### src/acfp_pkg.sv
// Shared types, constants and codes for the ASCII command frame parser.
package acfp_pkg;

  localparam int PARAM_TEXT_BYTES_DEF = 16;
  localparam int MANT_W = 50;
  localparam logic [MANT_W-1:0] MANTISSA_MAX = 50'd999999999999999;
  localparam logic [3:0] FRAC_MAX = 4'd15;

  localparam logic [7:0] CH_A     = 8'h41;
  localparam logic [7:0] CH_Z     = 8'h5A;
  localparam logic [7:0] CH_0     = 8'h30;
  localparam logic [7:0] CH_9     = 8'h39;
  localparam logic [7:0] CH_POINT = 8'h2E;
  localparam logic [7:0] CH_MINUS = 8'h2D;
  localparam logic [7:0] CH_PLUS  = 8'h2B;

  localparam logic [1:0] ST_OK         = 2'd0;
  localparam logic [1:0] ST_FRAME_ERR  = 2'd1;
  localparam logic [1:0] ST_OTHER_NODE = 2'd2;

  localparam logic [2:0] REG_HEAD      = 3'd0;
  localparam logic [2:0] REG_TAIL      = 3'd1;
  localparam logic [2:0] REG_BROADCAST = 3'd2;
  localparam logic [2:0] REG_ID_MIN    = 3'd3;
  localparam logic [2:0] REG_ID_MAX    = 3'd4;
  localparam logic [2:0] REG_LOCAL     = 3'd5;

  typedef enum logic [1:0] {PH_SEEK, PH_INSIDE, PH_CLOSED} phase_t;

  typedef enum logic [2:0] {TK_SKIP, TK_ID, TK_CMD, TK_SUB, TK_PARAM, TK_CLOSE} tok_kind_t;

  typedef struct packed {
    logic [7:0] head_byte;
    logic [7:0] tail_byte;
    logic [7:0] broadcast_id;
    logic [7:0] id_min;
    logic [7:0] id_max;
    logic [7:0] local_id;
  } cfg_t;

  typedef struct packed {
    tok_kind_t  kind;
    logic [7:0] data;
    logic       first;
    logic       too_long;
    logic       last;
  } token_t;

  typedef struct packed {
    logic [1:0]        status;
    logic [7:0]        node_id;
    logic [6:0]        command_letter;
    logic [6:0]        subcommand_letter;
    logic              param_present;
    logic              param_negative;
    logic [MANT_W-1:0] param_mantissa;
    logic [3:0]        param_frac_digits;
  } result_t;

endpackage

### src/acfp_fifo.sv
// Small flop-based queue used between the parser stages and at the output.
module acfp_fifo #(
  parameter int W = 8,
  parameter int DEPTH = 2
) (
  input  logic         clk,
  input  logic         rst,
  input  logic         wr,
  input  logic [W-1:0] wdata,
  output logic         full,
  input  logic         rd,
  output logic [W-1:0] rdata,
  output logic         empty
);
  localparam int AW = (DEPTH > 1) ? $clog2(DEPTH) : 1;
  localparam int CW = $clog2(DEPTH + 1);

  logic [W-1:0]  mem [DEPTH];
  logic [AW-1:0] wptr, rptr;
  logic [CW-1:0] count;
  logic          do_wr, do_rd;

  assign full  = (count == CW'(DEPTH));
  assign empty = (count == '0);
  assign do_wr = wr && !full;
  assign do_rd = rd && !empty;
  assign rdata = mem[rptr];

  always_ff @(posedge clk) begin
    if (rst) begin
      wptr  <= '0;
      rptr  <= '0;
      count <= '0;
    end else begin
      if (do_wr) wptr <= (wptr == AW'(DEPTH - 1)) ? '0 : wptr + 1'b1;
      if (do_rd) rptr <= (rptr == AW'(DEPTH - 1)) ? '0 : rptr + 1'b1;
      if (do_wr && !do_rd) count <= count + 1'b1;
      else if (do_rd && !do_wr) count <= count - 1'b1;
    end
  end

  always_ff @(posedge clk) begin
    if (do_wr) mem[wptr] <= wdata;
  end
endmodule

### src/acfp_front.sv
// Front stage: head/tail framing and byte position tagging.
module acfp_front import acfp_pkg::*; #(
  parameter int PARAM_TEXT_BYTES = PARAM_TEXT_BYTES_DEF
) (
  input  logic       clk,
  input  logic       rst,
  input  cfg_t       cfg,
  input  logic       take,
  input  logic [7:0] rx_byte,
  input  logic       buffer_end,
  output token_t     tok
);
  localparam int OFF_MAX = PARAM_TEXT_BYTES + 4;
  localparam int OFFW = $clog2(OFF_MAX + 1);

  phase_t          phase, phase_next;
  logic [OFFW-1:0] offset, offset_next;

  always_comb begin
    phase_next  = phase;
    offset_next = offset;
    tok.kind     = TK_SKIP;
    tok.data     = rx_byte;
    tok.last     = buffer_end;
    tok.first    = 1'b0;
    tok.too_long = 1'b0;
    case (phase)
      PH_SEEK: begin
        if (rx_byte == cfg.head_byte) begin
          phase_next  = PH_INSIDE;
          offset_next = '0;
        end
      end
      PH_INSIDE: begin
        if (offset != OFFW'(OFF_MAX)) offset_next = offset + 1'b1;
        if (offset_next >= OFFW'(4) && rx_byte == cfg.tail_byte) begin
          phase_next = PH_CLOSED;
          tok.kind   = TK_CLOSE;
        end else if (offset_next == OFFW'(1)) tok.kind = TK_ID;
        else if (offset_next == OFFW'(2)) tok.kind = TK_CMD;
        else if (offset_next == OFFW'(3)) tok.kind = TK_SUB;
        else tok.kind = TK_PARAM;
        tok.first    = (offset_next == OFFW'(4));
        tok.too_long = (offset_next >= OFFW'(PARAM_TEXT_BYTES + 3));
      end
      default: ;
    endcase
    if (buffer_end) begin
      phase_next  = PH_SEEK;
      offset_next = '0;
    end
  end

  always_ff @(posedge clk) begin
    if (rst) begin
      phase  <= PH_SEEK;
      offset <= '0;
    end else if (take) begin
      phase  <= phase_next;
      offset <= offset_next;
    end
  end
endmodule

### src/acfp_back.sv
// Back stage: field capture, decimal accumulation and frame verdict.
module acfp_back import acfp_pkg::*; (
  input  logic    clk,
  input  logic    rst,
  input  cfg_t    cfg,
  input  logic    take,
  input  token_t  tok,
  output result_t res
);
  logic [7:0]        id_b, cmd_b, sub_b;
  logic              closed, any_param, sign_f, digit_f, point_f, stop_f, bad_f;
  logic [MANT_W-1:0] acc;
  logic [3:0]        frac;

  logic [7:0]        id_next, cmd_next, sub_next;
  logic              closed_next, any_next, sign_next, digit_next, point_next;
  logic              stop_next, bad_next;
  logic [MANT_W-1:0] acc_next;
  logic [3:0]        frac_next;
  logic [MANT_W+3:0] prod;
  logic              over, is_digit;

  function automatic logic is_letter(logic [7:0] c);
    return c >= CH_A && c <= CH_Z;
  endfunction

  assign is_digit = tok.data >= CH_0 && tok.data <= CH_9;
  assign prod = ({4'd0, acc} << 3) + ({4'd0, acc} << 1)
                + {(MANT_W)'(0), 4'(tok.data - CH_0)};
  assign over = prod > {4'd0, MANTISSA_MAX};

  always_comb begin
    id_next = id_b; cmd_next = cmd_b; sub_next = sub_b;
    closed_next = closed; any_next = any_param; sign_next = sign_f;
    digit_next = digit_f; point_next = point_f; stop_next = stop_f;
    bad_next = bad_f; acc_next = acc; frac_next = frac;
    case (tok.kind)
      TK_ID:    id_next = tok.data;
      TK_CMD:   cmd_next = tok.data;
      TK_SUB:   sub_next = tok.data;
      TK_CLOSE: closed_next = 1'b1;
      TK_PARAM: begin
        any_next = 1'b1;
        if (!bad_f) begin
          if (tok.too_long) bad_next = 1'b1;
          else if (tok.first && tok.data == CH_MINUS) sign_next = 1'b1;
          else if (tok.first && tok.data == CH_PLUS) ;
          else if (is_digit) begin
            digit_next = 1'b1;
            if (!stop_f) begin
              if (!point_f) begin
                if (over) begin
                  acc_next  = MANTISSA_MAX;
                  stop_next = 1'b1;
                end else acc_next = prod[MANT_W-1:0];
              end else if (frac >= FRAC_MAX || over) stop_next = 1'b1;
              else begin
                acc_next  = prod[MANT_W-1:0];
                frac_next = frac + 1'b1;
              end
            end
          end else if (tok.data == CH_POINT && !point_f) point_next = 1'b1;
          else bad_next = 1'b1;
        end
      end
      default: ;
    endcase

    res = '0;
    if (!closed_next) res.status = ST_FRAME_ERR;
    else if (!(id_next == cfg.broadcast_id ||
               (id_next >= cfg.id_min && id_next <= cfg.id_max)))
      res.status = ST_FRAME_ERR;
    else if (!(id_next == cfg.broadcast_id || id_next == cfg.local_id))
      res.status = ST_OTHER_NODE;
    else if (!is_letter(cmd_next) || !is_letter(sub_next)) res.status = ST_FRAME_ERR;
    else if (any_next && (bad_next || !digit_next)) res.status = ST_FRAME_ERR;
    else begin
      res.status            = ST_OK;
      res.node_id           = id_next;
      res.command_letter    = cmd_next[6:0];
      res.subcommand_letter = sub_next[6:0];
      if (any_next) begin
        res.param_present     = 1'b1;
        res.param_negative    = sign_next;
        res.param_mantissa    = acc_next;
        res.param_frac_digits = frac_next;
      end
    end
  end

  always_ff @(posedge clk) begin
    if (rst || (take && tok.last)) begin
      id_b <= '0; cmd_b <= '0; sub_b <= '0;
      closed <= 1'b0; any_param <= 1'b0; sign_f <= 1'b0; digit_f <= 1'b0;
      point_f <= 1'b0; stop_f <= 1'b0; bad_f <= 1'b0;
      acc <= '0; frac <= '0;
    end else if (take) begin
      id_b <= id_next; cmd_b <= cmd_next; sub_b <= sub_next;
      closed <= closed_next; any_param <= any_next; sign_f <= sign_next;
      digit_f <= digit_next; point_f <= point_next; stop_f <= stop_next;
      bad_f <= bad_next; acc <= acc_next; frac <= frac_next;
    end
  end
endmodule

### src/ascii_command_frame_parser.sv
// Top level of the ASCII command frame parser.
// Accepts one byte per cycle, back to back, while full is low; the front stage
// frames and tags each byte, a two-item queue decouples it from the back stage,
// which captures fields, accumulates the decimal parameter (one multiply-by-ten
// add per byte) and gives one result per buffer_end byte into a two-item output
// queue, which drives the output ports; throughput is one byte per cycle while
// the result side keeps popping.
module ascii_command_frame_parser import acfp_pkg::*; #(
  parameter int PARAM_TEXT_BYTES = PARAM_TEXT_BYTES_DEF
) (
  input  logic              clk,
  input  logic              rst,
  input  logic              push,
  output logic              full,
  input  logic [7:0]        rx_byte,
  input  logic              buffer_end,
  output logic              empty,
  input  logic              pop,
  output logic [1:0]        status,
  output logic [7:0]        node_id,
  output logic [6:0]        command_letter,
  output logic [6:0]        subcommand_letter,
  output logic              param_present,
  output logic              param_negative,
  output logic [MANT_W-1:0] param_mantissa,
  output logic [3:0]        param_frac_digits,
  input  logic              cfg_we,
  input  logic [2:0]        cfg_index,
  input  logic [7:0]        cfg_data
);
  cfg_t    cfg;
  token_t  tok_in, tok_out;
  result_t res_in, res_out;
  logic    take_in, mid_empty, out_full, take_back;

  always_ff @(posedge clk) begin
    if (rst) begin
      cfg.head_byte    <= 8'd36;
      cfg.tail_byte    <= 8'd10;
      cfg.broadcast_id <= 8'd0;
      cfg.id_min       <= 8'd1;
      cfg.id_max       <= 8'd247;
      cfg.local_id     <= 8'd1;
    end else if (cfg_we) begin
      case (cfg_index)
        REG_HEAD:      cfg.head_byte    <= cfg_data;
        REG_TAIL:      cfg.tail_byte    <= cfg_data;
        REG_BROADCAST: cfg.broadcast_id <= cfg_data;
        REG_ID_MIN:    cfg.id_min       <= cfg_data;
        REG_ID_MAX:    cfg.id_max       <= cfg_data;
        REG_LOCAL:     cfg.local_id     <= cfg_data;
        default: ;
      endcase
    end
  end

  assign take_in   = push && !full;
  assign take_back = !mid_empty && !out_full;

  acfp_front #(.PARAM_TEXT_BYTES(PARAM_TEXT_BYTES)) u_front (
    .clk, .rst, .cfg, .take(take_in), .rx_byte, .buffer_end, .tok(tok_in)
  );

  acfp_fifo #(.W($bits(token_t)), .DEPTH(2)) u_mid (
    .clk, .rst, .wr(take_in), .wdata(tok_in), .full,
    .rd(take_back), .rdata(tok_out), .empty(mid_empty)
  );

  acfp_back u_back (
    .clk, .rst, .cfg, .take(take_back), .tok(tok_out), .res(res_in)
  );

  acfp_fifo #(.W($bits(result_t)), .DEPTH(2)) u_out (
    .clk, .rst, .wr(take_back && tok_out.last), .wdata(res_in), .full(out_full),
    .rd(pop), .rdata(res_out), .empty
  );

  assign status            = res_out.status;
  assign node_id           = res_out.node_id;
  assign command_letter    = res_out.command_letter;
  assign subcommand_letter = res_out.subcommand_letter;
  assign param_present     = res_out.param_present;
  assign param_negative    = res_out.param_negative;
  assign param_mantissa    = res_out.param_mantissa;
  assign param_frac_digits = res_out.param_frac_digits;

  a_err_clean: assert property (@(posedge clk) disable iff (rst)
    !empty && status != ST_OK |-> node_id == 8'd0 && !param_present)
    else $error("non-ok result carries fields");
  a_no_param: assert property (@(posedge clk) disable iff (rst)
    !empty && !param_present |-> param_mantissa == '0 && param_frac_digits == 4'd0)
    else $error("parameter fields without parameter");
  a_mant_max: assert property (@(posedge clk) disable iff (rst)
    !empty |-> param_mantissa <= MANTISSA_MAX)
    else $error("mantissa above limit");
  a_reset_empty: assert property (@(posedge clk) rst |=> empty && !full)
    else $error("queues not empty after reset");
endmodule

### config.mk
export PLATFORM = sky130hd
export DESIGN_NAME = ascii_command_frame_parser
export DESIGN_NICKNAME = d
export VERILOG_FILES = /design/src/acfp_pkg.sv /design/src/acfp_fifo.sv /design/src/acfp_front.sv /design/src/acfp_back.sv /design/src/ascii_command_frame_parser.sv
export SDC_FILE = /design/constraint.sdc
export NUM_CORES = 1
export LEC_CHECK = 0
export BUFFER_PORTS_ARGS = -buffer_cell sky130_fd_sc_hd__buf_4
export CELL_PAD_IN_SITES_DETAIL_PLACEMENT = 1
export CELL_PAD_IN_SITES_GLOBAL_PLACEMENT = 1
export CORE_ASPECT_RATIO = 0.5
export CORE_MARGIN = 2
export CORE_UTILIZATION = 49
export CTS_BUF_LIST = sky130_fd_sc_hd__clkbuf_4 sky130_fd_sc_hd__clkbuf_8 sky130_fd_sc_hd__clkbuf_16
export DETAILED_ROUTE_END_ITERATION = 7
export PLACE_DENSITY = 0.83
export SYNTH_ARGS = -nofsm -noshare
export SYNTH_HDL_FRONTEND = slang
export SYNTH_SLANG_ARGS = --single-unit
export TNS_END_PERCENT = 30
### constraint.sdc
create_clock -name clk -period 9.7 [get_ports clk]
set_input_delay 1.94 -clock clk [delete_from_list [all_inputs] [get_ports clk]]
set_output_delay 1.94 -clock clk [all_outputs]
set_load 0.05 [all_outputs]
== Word-level counts from Yosys, hierarchy flattened ==
Memories as Yosys holds them, arrays and structs flattened. A register that Yosys moved wholly into a read port is not among the register bits.
Cells that the tools add are included.
Widths: inputs -> output; s select.

* Bitwise operators: 5
* Equality and inequality tests: 27
* Reductions and logical operators: 55
* Muxes and demuxes: 87
* $lt $le $gt $ge: 12
* Add/sub/neg operators: 13

{| class="wikitable"
|+ Operators by type and width
! kind !! number
|-
| $mux 50 || 10
|-
| $mux 78 || 5
|-
| $mux 56 || 1
|-
| $add 53x51->54 || 1
|-
| $add 54x4->54 || 1
|-
| $gt 54x50->1 const B || 1
|-
| $mux 1 || 36
|-
| $mux 4 || 9
|-
| $eq 8x8->1 || 4
|-
| $eq 8x6->1 const B || 3
|-
| $mux 2 || 12
|-
| $mux 8 || 3
|-
| $logic_and 1x1->1 || 20
|-
| $mux 5 || 4
|-
| $ge 8x7->1 const B || 2
|-
| $le 8x7->1 const B || 2
|-
| $mux 3 || 5
|-
| $eq 3x2->1 const B || 4
|-
| $eq 3x3->1 const B || 4
|-
| $logic_not 1->1 || 12
|-
| $reduce_and 2->1 || 6
|-
| $eq 5x2->1 const B || 2
|-
| $pmux 5 s2 || 1
|-
| $ge 8x6->1 const B || 1
|-
| other kinds (30) || 50
|}

* Memories kept: 2
* Flip-flop bits (word level): 148
* Bits in writable memories: 188
* Output and inout port bits: 82
* Input port bits: 25
* Logic and storage cells: 227

{| class="wikitable"
|+ Memory list
! memory !! words !! width !! rd ports !! clocked after Yosys merged registers in !! wr ports !! line !! RTL
|-
| u_out.mem || 2 || 80 || 1 || 1 || 1 || acfp_fifo.sv:18 || <nowiki>logic [W-1:0] mem [DEPTH];</nowiki>
|-
| u_mid.mem || 2 || 14 || 1 || 1 || 1 || acfp_fifo.sv:18 ||
|}

== Depth between registers and ports, before layout ==
* Depth in word-level cells: 19
* Mapped depth: 23
* Mapped depth without buffers: 19

== Hierarchy ==
Synthesis repeated with hierarchy kept, for this count alone.

* Cell total of the unflattened synthesis: 1,944
* Area total of the unflattened synthesis: 20,111.8 sq um

{| class="wikitable"
|+ Modules (own cells, without submodules)
! module !! times used !! seq. area each (sq um) !! cells an instance !! area each (sq um)
|-
| acfp_back || 1 || 1,701.6 || 1,311 || 10,072.2
|-
| acfp_fifo at u_out || 1 || 4,904.7 || 274 || 5,968.2
|-
| ascii_command_frame_parser || 1 || 960.9 || 184 || 1,949.4
|-
| acfp_fifo at u_mid || 1 || 940.9 || 68 || 1,221.2
|-
| acfp_front || 1 || 140.1 || 107 || 900.9
|}

== Worst setup path before layout ==
OpenSTA, ideal clock, no wires.

* Kind: register to register
* Start: register u_out.count[0]
* End: memory u_out.mem[0][0] (netlist bit) (enable)
* Arrival: 6.800 ns
* Required time: 9.084 ns
* Clock period less this slack: 7.416 ns
* Setup slack: 2.284 ns
* Cell stages (with the launch flop): 6
* Path through: dfxtp_1 o22a_1 clkbuf_1 clkinv_1 clkbuf_1 nor3_1

* Cells in the longest elaborated chain, start to end: 7

{| class="wikitable"
|+ RTL lines
! element !! line !! RTL
|-
| from (decl) || acfp_fifo.sv:20 || <nowiki>logic [CW-1:0] count;</nowiki>
|-
| from (signal assigned) || acfp_fifo.sv:37 || <nowiki>if (do_wr && !do_rd) count <= count + 1'b1;</nowiki>
|-
| from (signal assigned) || acfp_fifo.sv:38 || <nowiki>else if (do_rd && !do_wr) count <= count - 1'b1;</nowiki>
|-
| $eq 2x2->1 (*) || acfp_fifo.sv:23 || <nowiki>assign full = (count == CW'(DEPTH));</nowiki>
|-
| $logic_not 1->1 (*) || acfp_fifo.sv:25, ascii_command_frame_parser.sv:58 ||
|-
| $logic_and 1x1->1 || ascii_command_frame_parser.sv:58 || <nowiki>assign take_back = !mid_empty && !out_full;</nowiki>
|-
| $logic_and 1x1->1 || ascii_command_frame_parser.sv:74 || <nowiki>.clk, .rst, .wr(take_back && tok_out.last), .wdata(res_in), .full(out_full),</nowiki>
|-
| $logic_and 1x1->1 (*) || acfp_fifo.sv:25 || <nowiki>assign do_wr = wr && !full;</nowiki>
|-
| $mux 1 (*) || acfp_fifo.sv:43 || <nowiki>if (do_wr) mem[wptr] <= wdata;</nowiki>
|-
| $mux 1 (implied by the code) (*) || acfp_fifo.sv:43 ||
|-
| to (decl) || acfp_fifo.sv:18 ||
|}

Mark *: on every way between the ends. The rest lies on a longest branch, timed or not.

==> out/qor.txt <==
Inserted Clock Buffers = 31
Number of I/O port buffers = 106
Worst skew pair latency = 0.62 ns
Average cell area after synthesis = 10.00 µm²
Power per cell area = 218.2 nW/µm²
Internal power = 2916 µW
Setup repair after global routing missed its margin = false
Post-synthesis cell type with the largest combined area = sky130_fd_sc_hd__edfxtp_1
Sink count of the clock tree = 338
Async SR Flop Fraction = 0%
Simple-Gate Fraction of Synth Area = 16.26%
CP Capture Type = register
DR pass1 iterations = 5
Reported leakage power = 0.008248 µW
Vert. Die Dim = 144.2 µm
Detailed-route wire length = 61080 µm
Count of flip-flops with a built-in enable after synthesis = 188
Maximum single-stage delay on the critical path = 0.92 ns
Reported max-cap violation count = 0
Worst Hold Slack = 0.4618 ns
Worst reg2reg endpoint = u_out.mem[0][4]
Avg Vias per Cell = 6.338
Synth Area in Adders = 7.999%
Flops & latches, synth = 338
Peak clock frequency supported by timing = 128.7 MHz
Detailed router's first-iteration violation count = 1412
Net switching power = 1774 µW
# IOs = 107
Worst EP required = 10.04 ns
Most instantiated flip-flop cell in the synthesis netlist = sky130_fd_sc_hd__edfxtp_1
Class of the most critical setup path = register to register
Post-CTS clock slew at the launch and capture registers of the worst setup and hold paths = 0.07 ns
Number of hold-slack violations in the final timing report = 0
Total number of H-tree levels = 1
Detailed-route DRC error count = 0
Number of synthesis warnings = 0
Slew at the pin closest to its max-slew limit = 1.271 ns
Initial antenna violation count = 1
Share of total power in the clock network = 27.2%
Post-DRT Antenna Nets = 0
Overall overflow remaining after global route = 0
Main combinational cell family by area after synthesis = compound AO/OA/AOI/OAI gates
Maximum fanout count along the critical path = 34
Cell breakdown of the critical path = mux2i_1 -> inv_1 -> ha_1 -> ha_1 -> inv_1 -> fa_1 -> nand2b_1 -> a21oi_4 -> o311ai_4 -> a21oi_2 -> or2_0 -> nor4_1 -> a311oi_1 -> nand4_1 -> nor4_4 -> a21o_1 -> nand3_2 -> o221a_2
Share of cell area taken by muxes after synthesis = 5.986%
CP max-delay cell = sky130_fd_sc_hd__nand3_2
Count of hold-fix buffers inserted at cts = 0
Fin Setup TNS = 0 ns
Final critical-path required period = 7.771 ns
Min-Delay Endpoint = cfg[23]
Area share of the largest cell type after synthesis = 29.29%
R2R Setup Slk = 1.93 ns
Switch share = 37.83%
Classification of the worst-slack hold path = register to register
Compound-Gate Fraction of Synth Area = 18.07%
Cells after Synth = 1927
Wire length of the first global-routing pass = 94230 µm
Most area-consuming cells after synthesis = sky130_fd_sc_hd__edfxtp_1 (29%), sky130_fd_sc_hd__dfxtp_1 (16%), sky130_fd_sc_hd__ha_1 (7.8%), sky130_fd_sc_hd__mux2_2 (4.8%), sky130_fd_sc_hd__a21oi_1 (4.6%)
Synth unique cells = 98
Maximum vdd drop = 0.1830 mV
Initial standard-cell utilization of the core = 49.59%
Final worst clock skew = 0.02697 ns
Headroom to the max-slew limit = 15.29%
Post-CTS Repair Setup Buffers = 0
XOR/XNOR Fraction of Synth Area = 3.363%
Logic depth of the worst register-to-register path = 18
Final-report max-slew violation count = 0
Setup violators final = 0
Area growth from synthesis to layout = 11.56%
Number of antenna diodes = 0
Final GP Congestion = 0.9803
Total half-perimeter wirelength after legalization and detailed placement = 42440 µm
Most frequent cells in the layout = sky130_fd_sc_hd__nand2_1 (195), sky130_fd_sc_hd__edfxtp_1 (188), sky130_fd_sc_hd__a21oi_1 (177)
Area inside the core boundary = 38860 µm²
Arrival time of the worst setup path = 8.11 ns
Status = completed
Cells on Worst Hold Path = 2
Via count of the first global-routing pass = 16320
Seq/Total Area, Yosys = 44.88%
Horizontal die dimension = 284.5 µm
Total Die Area = 41030 µm²
Detailed-route via count = 16120
Combinational fraction of design power = 33.7%
Share of power burned in registers = 39.1%
TritonCTS clock tree = done
Routed WL per cell = 24.02 µm
Largest net degree at the start of global routing = 77
Clock tree root driver cell = sky130_fd_sc_hd__clkbuf_16
Most common cell after layout, fill and taps aside = sky130_fd_sc_hd__nand2_1
Critical path launch point type = register
Number of nets in the final layout = 2135
Floorplan row count = 51
Cell area after technology mapping = 19270 µm²
Share of final-layout standard cells stronger than drive strength 1 = 15.10%
# resized after CTS = 0
Total power draw = 4691 µW
GRT Resource Usage Total = 29.09%
Maximum count of clock buffers along a single path = 3
Portion of the clock cycle consumed by the worst path in the final layout = 80.12%
Hold Startpoint = cfg[23]
how the worst max path moves through the flow:
stage | endpoint | slack, ns | depth (start not counted)
finish | u_out.mem[0][4] | 1.93 | 18
global route | u_back.acc[15] | 1.62 | 18
CTS | u_out.mem[1][4] | 2.17 | 15
detailed placement | u_back.acc[15] | 2.28 | 18
global placement | u_out.mem[0][6] | 2.59 | 15
floorplan | u_out.mem[0][0] | 2.28 | 5
worst max-delay path: cells and delay by family, from the launching register on:
family | cells | cell delay [ns]
DFF | 1 | 0.86
buffers and inverters | 2 | 0.17
and+or+nand+nor | 6 | 2.35
muxes | 1 | 0.66
adders and majority gates | 3 | 0.94
AOI/OAI and AO/OA | 6 | 2.51
routing by layer:
metal / track usage (%) / share of wire (%) / wire length (µm) / vias to the layer above
li1: - / - / - / 7379
met1: 40.22 / 45 / 27750 / 8156
met2: 48.97 / 47 / 28580 / 497
met3: 4.227 / 6.1 / 3715 / 86
met4: 5.762 / 1.7 / 1037 / 0
met5: 0 / 0 / 0 / -
cell usage after synthesis, types with 23 or more instances:
cell and number:
sky130_fd_sc_hd__nor2_1 161, sky130_fd_sc_hd__xor2_1 39, sky130_fd_sc_hd__clkbuf_1 59, sky130_fd_sc_hd__nor3_1 26
sky130_fd_sc_hd__mux2_2 82, sky130_fd_sc_hd__nand2_1 195, sky130_fd_sc_hd__a21o_1 26, sky130_fd_sc_hd__mux2i_1 23
sky130_fd_sc_hd__a21oi_1 177, sky130_fd_sc_hd__edfxtp_1 188, sky130_fd_sc_hd__or3_1 23, sky130_fd_sc_hd__ha_1 120
sky130_fd_sc_hd__o221a_1 59, sky130_fd_sc_hd__o21ai_0 79, sky130_fd_sc_hd__buf_2 31, sky130_fd_sc_hd__nand4_1 39
sky130_fd_sc_hd__dfxtp_1 150, sky130_fd_sc_hd__xnor2_1 35, sky130_fd_sc_hd__or4_1 28, sky130_fd_sc_hd__nand3_1 24
sky130_fd_sc_hd__inv_1 60
logic make-up (layout without fill, tap and decap cells):
logic type               after synthesis  in the layout
multiplexers                         105            105
adder cells (fa/ha/maj)              122            122
flip-flops                           338            338
XOR/XNOR                              74             74
AND/OR/NAND/NOR                      628            628
AO/OA/AOI/OAI                        499            499
buffers and inverters                160            243
other                                  1              4
power by group through the flow:
stage	registers, µW	logic [µW]	clock network, µW
2_1_floorplan	1820	1120	0
3_3_place_gp	1840	1530	0
3_5_place_dp	1860	1560	0
4_1_cts	1830	1580	1290
5_1_grt	1850	1660	1340
6_report	1830	1580	1280
cell type report:
| class | instances | area [µm²] |
|---|---|---|
| fill | 4299 | 17360 |
| clock inverter | 13 | 128.9 |
| multi-input combinational | 1432 | 10000 |
| clock buffer | 45 | 899.6 |
| tap | 530 | 663.1 |
| timing repair buffer | 123 | 923.4 |
| inverter | 62 | 232.7 |
| sequential | 338 | 8652 |
through the flow:
step | util, % | setup WS (ns) | area [µm²] | std cells
CTS | 55.32 | 2.174 | 21500 | 2543
detailed placement | 52.68 | 2.283 | 20470 | 2485
finish | 55.32 | 1.929 | 21500 | 2543
global route | 55.32 | 1.620 | 21500 | 2543
global placement | 52.68 | 2.588 | 20470 | 2485
floorplan | - | 2.284 | 19280 | 1930
flip-flops by register name, summed over array words and instances, names as in the netlist, 2 cells and up, named ones only:
signal,count
u_back.frac,4
u_out.mem,160
u_front.offset,5
u_front.phase,2
u_back.acc,50
u_back.sub_b,8
u_back.id_b,8
u_mid.mem,28
u_back.cmd_b,8
u_mid.count,2
u_out.count,2
cfg,48
(Power assumes the default switching activity.)
